File: config.mk
export PLATFORM = sky130hd
export DESIGN_NAME = bhpq_cell
export DESIGN_NICKNAME = d
export VERILOG_FILES = /design/src/rtl/bhpq_pkg.sv /design/src/rtl/bhpq_cell.sv
export SDC_FILE = /design/constraint.sdc
export NUM_CORES = 1
export LEC_CHECK = 0
export BUFFER_PORTS_ARGS = -buffer_cell sky130_fd_sc_hd__buf_2
export CAP_MARGIN = 10
export CORE_ASPECT_RATIO = 1.1
export CORE_MARGIN = 4
export CORE_UTILIZATION = 30
export CTS_BUF_LIST = sky130_fd_sc_hd__clkbuf_2
export DETAILED_ROUTE_END_ITERATION = 8
export SYNTH_ARGS = -nofsm -noshare
export SYNTH_HDL_FRONTEND = slang
export SYNTH_SLANG_ARGS = --single-unit
File: constraint.sdc
create_clock -name i_clk -period 5.53 [get_ports i_clk]
set_input_delay 0.2765 -clock i_clk [delete_from_list [all_inputs] [get_ports i_clk]]
set_output_delay 0.2765 -clock i_clk [all_outputs]
set_load 0.1 [all_outputs]
File: src/rtl/bhpq_pkg.sv
// Shared codes and types for the binary-heap priority queue.
package bhpq_pkg;

    // Command codes carried on the request channel.
    localparam logic CMD_INSERT  = 1'b0;
    localparam logic CMD_EXTRACT = 1'b1;

    // Status codes returned with every result.
    localparam logic [1:0] STS_OK    = 2'd0;
    localparam logic [1:0] STS_FULL  = 2'd1;
    localparam logic [1:0] STS_EMPTY = 2'd2;

    // Control half of the token that walks the chain of level cells.
    typedef struct packed {
        logic vld;   // a value is moving into the cell
        logic up;    // 1 while sifting toward the root, 0 while sifting down
    } t_tok_ctl;

endpackage

File: src/rtl/bhpq_cell.sv
// One level of the heap tree: level storage plus the step logic for a moving value.
module bhpq_cell #(
    parameter int LEVEL      = 0,
    parameter int DATA_WIDTH = 32,
    parameter int OFF_W      = 6,
    parameter int CNT_W      = 7
) (
    input  logic                      i_clk,
    input  logic                      i_rst_n,
    input  logic                      i_order,
    input  logic [CNT_W-1:0]          i_count,
    // Token arriving into this level.
    input  bhpq_pkg::t_tok_ctl        i_tok_ctl,
    input  logic [DATA_WIDTH-1:0]     i_tok_val,
    input  logic [OFF_W-1:0]          i_tok_off,
    // Token leaving this level toward a neighbor.
    output bhpq_pkg::t_tok_ctl        o_tok_ctl,
    output logic [DATA_WIDTH-1:0]     o_tok_val,
    output logic [OFF_W-1:0]          o_tok_off,
    // Read port of this level's storage, one row of two siblings per read.
    input  logic                      i_rd_en,
    input  logic [OFF_W-1:0]          i_rd_row,
    output logic [2*DATA_WIDTH-1:0]   o_rd_data,
    // Reads this level issues to its neighbors and the rows they return.
    output logic                      o_req_dn_en,
    output logic [OFF_W-1:0]          o_req_dn_row,
    output logic                      o_req_up_en,
    output logic [OFF_W-1:0]          o_req_up_row,
    input  logic [2*DATA_WIDTH-1:0]   i_dn_data,
    input  logic [2*DATA_WIDTH-1:0]   i_up_data,
    output logic                      o_done
);
    import bhpq_pkg::*;

    localparam int ROWS   = (LEVEL >= 2) ? 2 ** (LEVEL - 1) : 1;
    localparam int ROW_W  = (LEVEL >= 2) ? LEVEL - 1 : 1;
    localparam int IDX_W  = CNT_W + 1;
    localparam int BASE_L = 2 ** (LEVEL + 1) - 1;

    function automatic logic f_beats(input logic ord,
                                     input logic [DATA_WIDTH-1:0] a,
                                     input logic [DATA_WIDTH-1:0] b);
        f_beats = ord ? ($signed(a) > $signed(b)) : ($signed(a) < $signed(b));
    endfunction

    logic                  r_vld;
    logic                  r_ph;
    logic                  r_up;
    logic [DATA_WIDTH-1:0] r_val;
    logic [OFF_W-1:0]      r_off;
    logic [2*DATA_WIDTH-1:0] r_rd;

    logic [IDX_W-1:0]      w_idx_l;
    logic                  w_left;
    logic                  w_right;
    logic                  w_stop0;
    logic [DATA_WIDTH-1:0] w_lch;
    logic [DATA_WIDTH-1:0] w_rch;
    logic                  w_pick_r;
    logic [DATA_WIDTH-1:0] w_pick;
    logic [OFF_W-1:0]      w_pofs;
    logic [DATA_WIDTH-1:0] w_par;
    logic                  w_move;
    logic                  w_we;
    logic [DATA_WIDTH-1:0] w_wdata;
    logic [OFF_W-1:0]      w_row_full;

    // Child positions in heap order decide whether this node has children.
    assign w_idx_l = IDX_W'(BASE_L) + IDX_W'({r_off, 1'b0});
    assign w_left  = w_idx_l < {1'b0, i_count};
    assign w_right = (w_idx_l + IDX_W'(1)) < {1'b0, i_count};

    // In the first phase a value stops at once at the root or above no child.
    assign w_stop0 = r_up ? (LEVEL == 0) : !w_left;

    assign w_lch    = i_dn_data[DATA_WIDTH-1:0];
    assign w_rch    = i_dn_data[2*DATA_WIDTH-1:DATA_WIDTH];
    assign w_pick_r = w_right && f_beats(i_order, w_rch, w_lch);
    assign w_pick   = w_pick_r ? w_rch : w_lch;

    assign w_pofs = r_off >> 1;
    assign w_par  = w_pofs[0] ? i_up_data[2*DATA_WIDTH-1:DATA_WIDTH]
                              : i_up_data[DATA_WIDTH-1:0];

    assign w_move  = r_vld && r_ph &&
                     (r_up ? f_beats(i_order, r_val, w_par) : f_beats(i_order, w_pick, r_val));
    assign w_we    = r_vld && (r_ph || w_stop0);
    assign w_wdata = w_move ? (r_up ? w_par : w_pick) : r_val;

    assign o_tok_ctl.vld = w_move;
    assign o_tok_ctl.up  = r_up;
    assign o_tok_val     = r_val;
    assign o_tok_off     = r_up ? w_pofs : OFF_W'({r_off, w_pick_r});
    assign o_done        = w_we && !w_move;

    assign o_req_dn_en  = r_vld && !r_ph && !r_up && w_left;
    assign o_req_dn_row = r_off;
    assign o_req_up_en  = r_vld && !r_ph && r_up && (LEVEL != 0);
    assign o_req_up_row = r_off >> 2;

    always_ff @(posedge i_clk) begin
        if (!i_rst_n) begin
            r_vld <= 1'b0;
            r_ph  <= 1'b0;
        end else if (i_tok_ctl.vld) begin
            r_vld <= 1'b1;
            r_ph  <= 1'b0;
        end else if (r_vld) begin
            if (!r_ph && !w_stop0) begin
                r_ph <= 1'b1;
            end else begin
                r_vld <= 1'b0;
            end
        end
    end

    always_ff @(posedge i_clk) begin
        if (i_tok_ctl.vld) begin
            r_up  <= i_tok_ctl.up;
            r_val <= i_tok_val;
            r_off <= i_tok_off;
        end
    end

    assign w_row_full = r_off >> 1;
    assign o_rd_data  = r_rd;

    generate
        if (ROWS == 1) begin : g_regs
            logic [DATA_WIDTH-1:0] r_lo;
            logic [DATA_WIDTH-1:0] r_hi;

            always_ff @(posedge i_clk) begin
                if (w_we && !r_off[0]) begin
                    r_lo <= w_wdata;
                end
                if (w_we && r_off[0]) begin
                    r_hi <= w_wdata;
                end
                if (i_rd_en) begin
                    r_rd <= {r_hi, r_lo};
                end
            end
        end else begin : g_mem
            logic [DATA_WIDTH-1:0] mem_lo [ROWS];
            logic [DATA_WIDTH-1:0] mem_hi [ROWS];
            logic [ROW_W-1:0]      w_wrow;
            logic [ROW_W-1:0]      w_rrow;

            assign w_wrow = w_row_full[ROW_W-1:0];
            assign w_rrow = i_rd_row[ROW_W-1:0];

            always_ff @(posedge i_clk) begin
                if (w_we && !r_off[0]) begin
                    mem_lo[w_wrow] <= w_wdata;
                end
                if (w_we && r_off[0]) begin
                    mem_hi[w_wrow] <= w_wdata;
                end
                if (i_rd_en) begin
                    r_rd <= {mem_hi[w_rrow], mem_lo[w_rrow]};
                end
            end
        end
    endgenerate

endmodule

---- Word-level counts from Yosys, hierarchy flattened ----
Index checks and enable logic that the tools add are counted.
storage, ports and cells
  word-level logic and storage cells ...... 52
  flip-flop bits (word level) ............. 169
  input port bits ......................... 185
operators by class
  magnitude comparators ................... 8
  add/subtract/negate cells ............... 2
  mux-type cells .......................... 13
  reductions and logical operators ........ 20
  bitwise logic cells ..................... 1
operators with widths
  operator             number
  $mux 32              4
  $gt 32x32->1         3
  $lt 32x32->1         3
  $lt 8x7->1           2
  $logic_and 1x1->1    11
  $add 1x7->8 const A  1
  $add 8x1->8 const B  1
  $mux 1               8
  $logic_not 1->1      6
  $mux 6               1
  $reduce_and 2->1     1
  $reduce_or 2->1      1
  $logic_or 1x1->1     1
  $not 1->1            1

---- Depth between registers and ports, before layout ----
  depth in word-level cells ............... 11
  depth in mapped cells ................... 27
  depth with buffers taken out ............ 23

---- Worst setup path after synthesis ----
OpenSTA, ideal clock, no wires.
  path type ............................... register to output
  start point ............................. reg r_off[1], in the netlist o_req_dn_row[1]
  end point ............................... out o_done
  setup slack ............................. -1614 ps
  cell stages (with the launch flop) ...... 26
  path buffers ............................ 6
  arrival ................................. 6867 ps
  data required time ...................... 5253 ps
  cell sequence ........................... edfxtp_1 clkbuf_1 buf_1 nand3_1 xnor2_1 ha_1 a21oi_1 o21ai_0 a31oi_1 and2_1 buf_2 buf_2 clkbuf_1 o21ai_0 ha_1 a211oi_1 o21bai_1 a211oi_1 a31oi_1 a2111oi_0 mux2i_1 nand2_1 nand2_2 inv_2 buf_6 nor2_1
between the ends
  longest elaborated chain between the ends .. 11
RTL lines
  what                                                 line              text
  from (decl)                                          bhpq_cell.sv:50   logic [OFF_W-1:0] r_off;
  from (signal assigned)                               bhpq_cell.sv:121  r_off <= i_tok_off;
  $add 1x7->8                                          bhpq_cell.sv:69   assign w_idx_l = IDX_W'(BASE_L) + IDX_W'({r_off, 1'b0});
  $add 8x1->8                                          bhpq_cell.sv:71   assign w_right = (w_idx_l + IDX_W'(1)) < {1'b0, i_count};
  $lt 8x7->1                                           bhpq_cell.sv:71
  $logic_and 1x1->1                                    bhpq_cell.sv:78   assign w_pick_r = w_right && f_beats(i_order, w_rch, w_lch);
  $mux 32                                              bhpq_cell.sv:79   assign w_pick = w_pick_r ? w_rch : w_lch;
  $lt 32x32->1 / $gt 32x32->1 (equally long branches)  bhpq_cell.sv:43   f_beats = ord ? ($signed(a) > $signed(b)) : ($signed(a) < $signed(b));
  $mux 1                                               bhpq_cell.sv:43
  $mux 1 *                                             bhpq_cell.sv:86   (r_up ? f_beats(i_order, r_val, w_par) : f_beats(i_order, w_pick, r_val));
  $logic_and 1x1->1 *                                  bhpq_cell.sv:85   assign w_move = r_vld && r_ph &&
  named net w_move                                     bhpq_cell.sv:63   logic w_move;
  $logic_not 1->1 *                                    bhpq_cell.sv:94   assign o_done = w_we && !w_move;
  $logic_and 1x1->1 *                                  bhpq_cell.sv:94
  to (decl)                                            bhpq_cell.sv:31   output logic o_done
The timed path passes the listed nets; every way through them passes the cells marked *.

---- Worst setup path in the final report ----
  start point ............................. in i_dn_data[49]
  end point ............................... out o_done
between the ends
  longest elaborated chain between the ends .. 10
RTL lines
  what                                                 line             text
  from (decl)                                          bhpq_cell.sv:29  input logic [2*DATA_WIDTH-1:0] i_dn_data,
  $lt 32x32->1 / $gt 32x32->1 (equally long branches)  bhpq_cell.sv:43
  $mux 1                                               bhpq_cell.sv:43
  $logic_and 1x1->1                                    bhpq_cell.sv:78
  $mux 32 *                                            bhpq_cell.sv:79
  $lt 32x32->1 / $gt 32x32->1 (equally long branches)  bhpq_cell.sv:43
  $mux 1 *                                             bhpq_cell.sv:43
  $mux 1 *                                             bhpq_cell.sv:86
  $logic_and 1x1->1 *                                  bhpq_cell.sv:85
  $logic_not 1->1 *                                    bhpq_cell.sv:94
  $logic_and 1x1->1 *                                  bhpq_cell.sv:94
Mark *: on every way between the ends. The rest lies on a longest branch, timed or not.

==> metrics.md <==
| Metric | Value |
|---|---|
| Initial DRC count | `338` |
| Flop-to-flop setup slack | `0.14 ns` |
| CTS tree | `done` |
| Worst-skew pair later-pin latency | `0.84 ns` |
| Fmax | `approximately 180 MHz` |
| Commonest non-fill, non-tap cell in the layout | `buf_2` |
| Vias per cell | `4.74` |
| Pwr Density | `253 nW/um^2` |
| Main synth FF type | `edfxtp_1` |
| Critical path endpoint category | `output port` |
| 1st-pass router iterations | `5` |
| Overall routed net length | `31.5 mm` |
| Hold_sp | `i_up_data[27]` |
| Crit share post-route | `0.993` |
| Endpoints failing setup | `0` |
| Final net count | `1622` |
| Post-layout minimum cycle time | `about 5.5 ns` |
| Final HPWL DP | `roughly 23 mm` |
| Setup WS pre-CTS | `-0.0175 ns` |
| Max clock buf depth | `2` |
| Worst hold endpoint | `g_regs.r_hi[27]` |
| Ys Warns | `0` |
| Routed wire length per instance | `17.7 microns` |
| Crit-path slowest cell | `dlygate4sd3_1` |
| Gr ovfl total | `0` |
| GRT Total Usage | `0.169` |
| Total number of vias | `8417` |
| Initial antenna violation count | `10` |
| Final Hold Viols | `0` |
| Synth top area cells | `edfxtp_1 (50%), ha_1 (14%), mux2_2 (3.9%)` |
| Buffers on Ports | `294` |
| Worst reg-to-reg path cell count | `27` |
| Synth Cell Area | `between 10000 and 15000 sq um` |
| Synth cell types | `55` |
| Slew Limit Fails | `0` |
| DRC Markers | `0` |
| RSZ-0062 raised after global routing | `yes` |
| Routability Congestion | `between 0.8 and 0.9` |
| Crit path DAT | `roughly 5.2 ns` |
| Initial Util | `0.306` |
| Core area | `32600 sq um` |
| Chip height | `200 microns` |
| TritonCTS Buffers | `17` |
| Clock skew | `approximately 0.067 ns` |
| Largest net degree at the start of global routing | `66` |
| Avg Cell Area, Syn | `11.6 sq um` |
| Share of the synthesized area in the top cell type | `0.501` |
| Worst reg2reg path startpoint | `o_req_dn_row[0]` |
| Die ar. | `~36000 sq um` |
| Worst setup SP type | `primary input` |
| Post-DRT Antenna Nets | `0` |
| Synth async-reset ratio | `0` |
| Clk slew on worst S/H paths | `0.22 ns` |
| Slew margin rel. | `0.246` |
| Final TNS setup | `0 ns` |
| Number of global-route vias before repair | `roughly 8600` |
| Max IR drop VDD | `0.107 mV` |
| Clock Root Buffer | `clkbuf_2` |
| Slew @ Worst Pin | `1.13 ns` |
| Fin util | `0.436` |
| Worst Hold Path Cells | `4` |
| Final Instance Count excl. Fillers | `roughly 1800` |
| Maxcap violations | `0` |
| Depth of the CTS H-tree | `4` |
| CP peak stage delay | `0.54 ns` |
| Critical Path Fanout Max | `8` |
| Final setup margin | `0.0367 ns` |
| Tot Pwr | `between 3 and 4 mW` |
| Sequential share of the synthesized area | `0.505` |
| Reg2Reg Capture Point | `g_regs.r_lo[12]` |
| Cells after Synth | `862` |
| P&R area growth vs syn | `42.1%` |
| Clk sinks | `169` |
| Status | `completed` |
| First-pass GRT wire length | `46.3 mm` |
| # rows | `69` |
| Static Leak | `roughly 6.3 nW` |
| WS Path Type | `primary input to output port` |
| Worst EP required | `5.25 ns` |
| I/O Pins | `approximately 300` |
| Leading area contributor after synthesis | `edfxtp_1` |
| Ratio of cells with drive above 1 in the final layout | `0.353` |
| Most frequent cells in the layout | `buf_2 (291), edfxtp_1 (167), dlygate4sd3_1 (136)` |
| Worst min path class | `primary input to flip-flop` |
| Post-synth EDFFs | `between 150 and 200` |
| Die width | `between 150 and 200 microns` |
| Dpl cells | `1563` |
| Yosys reg bits | `169` |
-- registers in the layout (all words and copies together) (netlist names) --
register and cells:
o_rd_data 64, g_regs.r_hi 32, g_regs.r_lo 32, o_tok_val 32, o_req_dn_row 6, r_ph 1
r_up 1, r_vld 1
-- area by class of cell --
class,count,area (sq um)
clock buffer,18,90.1
fill,3110,18400
clock inverter,12,150
multi-input combinational,576,4580
inverter,78,300
timing repair buffer,486,3490
antenna,9,22.5
tap,426,533
sequential,169,5050
-- Yosys cell counts, drive strengths merged, types with 2 or more instances --
| cell type | count |
|---|---|
| clkbuf | 16 |
| nor2 | 72 |
| o22ai | 31 |
| nand2 | 68 |
| buf | 26 |
| o21ai | 52 |
| a21o | 39 |
| o211ai | 3 |
| nand4 | 18 |
| a31oi | 3 |
| nor2b | 7 |
| a221oi | 2 |
| and4 | 3 |
| a2111oi | 2 |
| nand3 | 14 |
| mux2 | 35 |
| o21bai | 2 |
| mux2i | 32 |
| ha | 109 |
| nor4 | 6 |
| nand2b | 3 |
| edfxtp | 167 |
| a211oi | 6 |
| inv | 78 |
| dfxtp | 2 |
| a21oi | 39 |
| xnor2 | 3 |
| o21a | 5 |
-- logic make-up after synthesis --
group / Yosys count / share of synthesized area
compound gates: 194 / 0.140
xor+xnor: 4 / 0.00350
fa+ha+maj: 109 / 0.136
buf+inv: 120 / 0.0539
flops: 169 / 0.505
mux: 67 / 0.0714
other cells: 1 / 0.000375
simple gates: 198 / 0.0887
-- critical path: cells and delay by family --
| kind | cells | cell delay (ns) |
|---|---|---|
| AND/OR/NAND/NOR | 10 | 1.45 |
| buffers and inverters | 7 | 1.37 |
| AO/OA/AOI/OAI | 8 | 1.29 |
| adder cells (fa/ha/maj) | 2 | 0.61 |
| multiplexers | 1 | 0.19 |
-- stage by stage --
stage / area (sq um) / hold slack (ns)
2_1_floorplan: 10100 / 0.353
3_3_place_gp: 12000 / 0.401
3_5_place_dp: 12000 / 0.405
4_1_cts: 14000 / 0.00213
5_1_grt: 14200 / 0.0244
6_report: 14200 / 0.109
-- routing by layer --
| metal | wire length (microns) | share of wire | GRT usage |
|---|---|---|---|
| met5 | 54 | 0.0017 | 0 |
| met2 | 15900 | 0.51 | 0.299 |
| met1 | 12900 | 0.41 | 0.200 |
| met3 | 1860 | 0.059 | 0.0393 |
| met4 | 769 | 0.024 | 0.0637 |
-- power breakdown --
part           internal, mW  leakage, nW  total (mW)  switching [mW]
clock                 0.249        0.146       0.686           0.436
combinational         0.519         4.58        1.39           0.867
sequential             1.49         1.61        1.52          0.0361
total                  2.25         6.33        3.59            1.34
-- worst max path at each step --
stage / end / from / cells past startpoint / slack, ns
floorplan: o_done / o_req_dn_row[1] / 26 / 0.01
global placement: g_regs.r_hi[1] / i_dn_data[10] / 27 / 0.11
detailed placement: g_regs.r_lo[1] / i_dn_data[14] / 26 / -0.02
CTS: o_done / o_req_dn_row[0] / 23 / -0.12
global route: o_done / o_req_dn_row[0] / 25 / -0.42
finish: o_done / i_dn_data[49] / 28 / 0.04
-- timing repair --
action,CTS,global route
cloned,4,1
setup buffers,23,9
endpoints found under the hold margin,116,2
setup endpoints to repair,2,47
pin swaps,27,25
resized for setup,28,27
hold buffers,137,2
(Power assumes the default switching activity.)
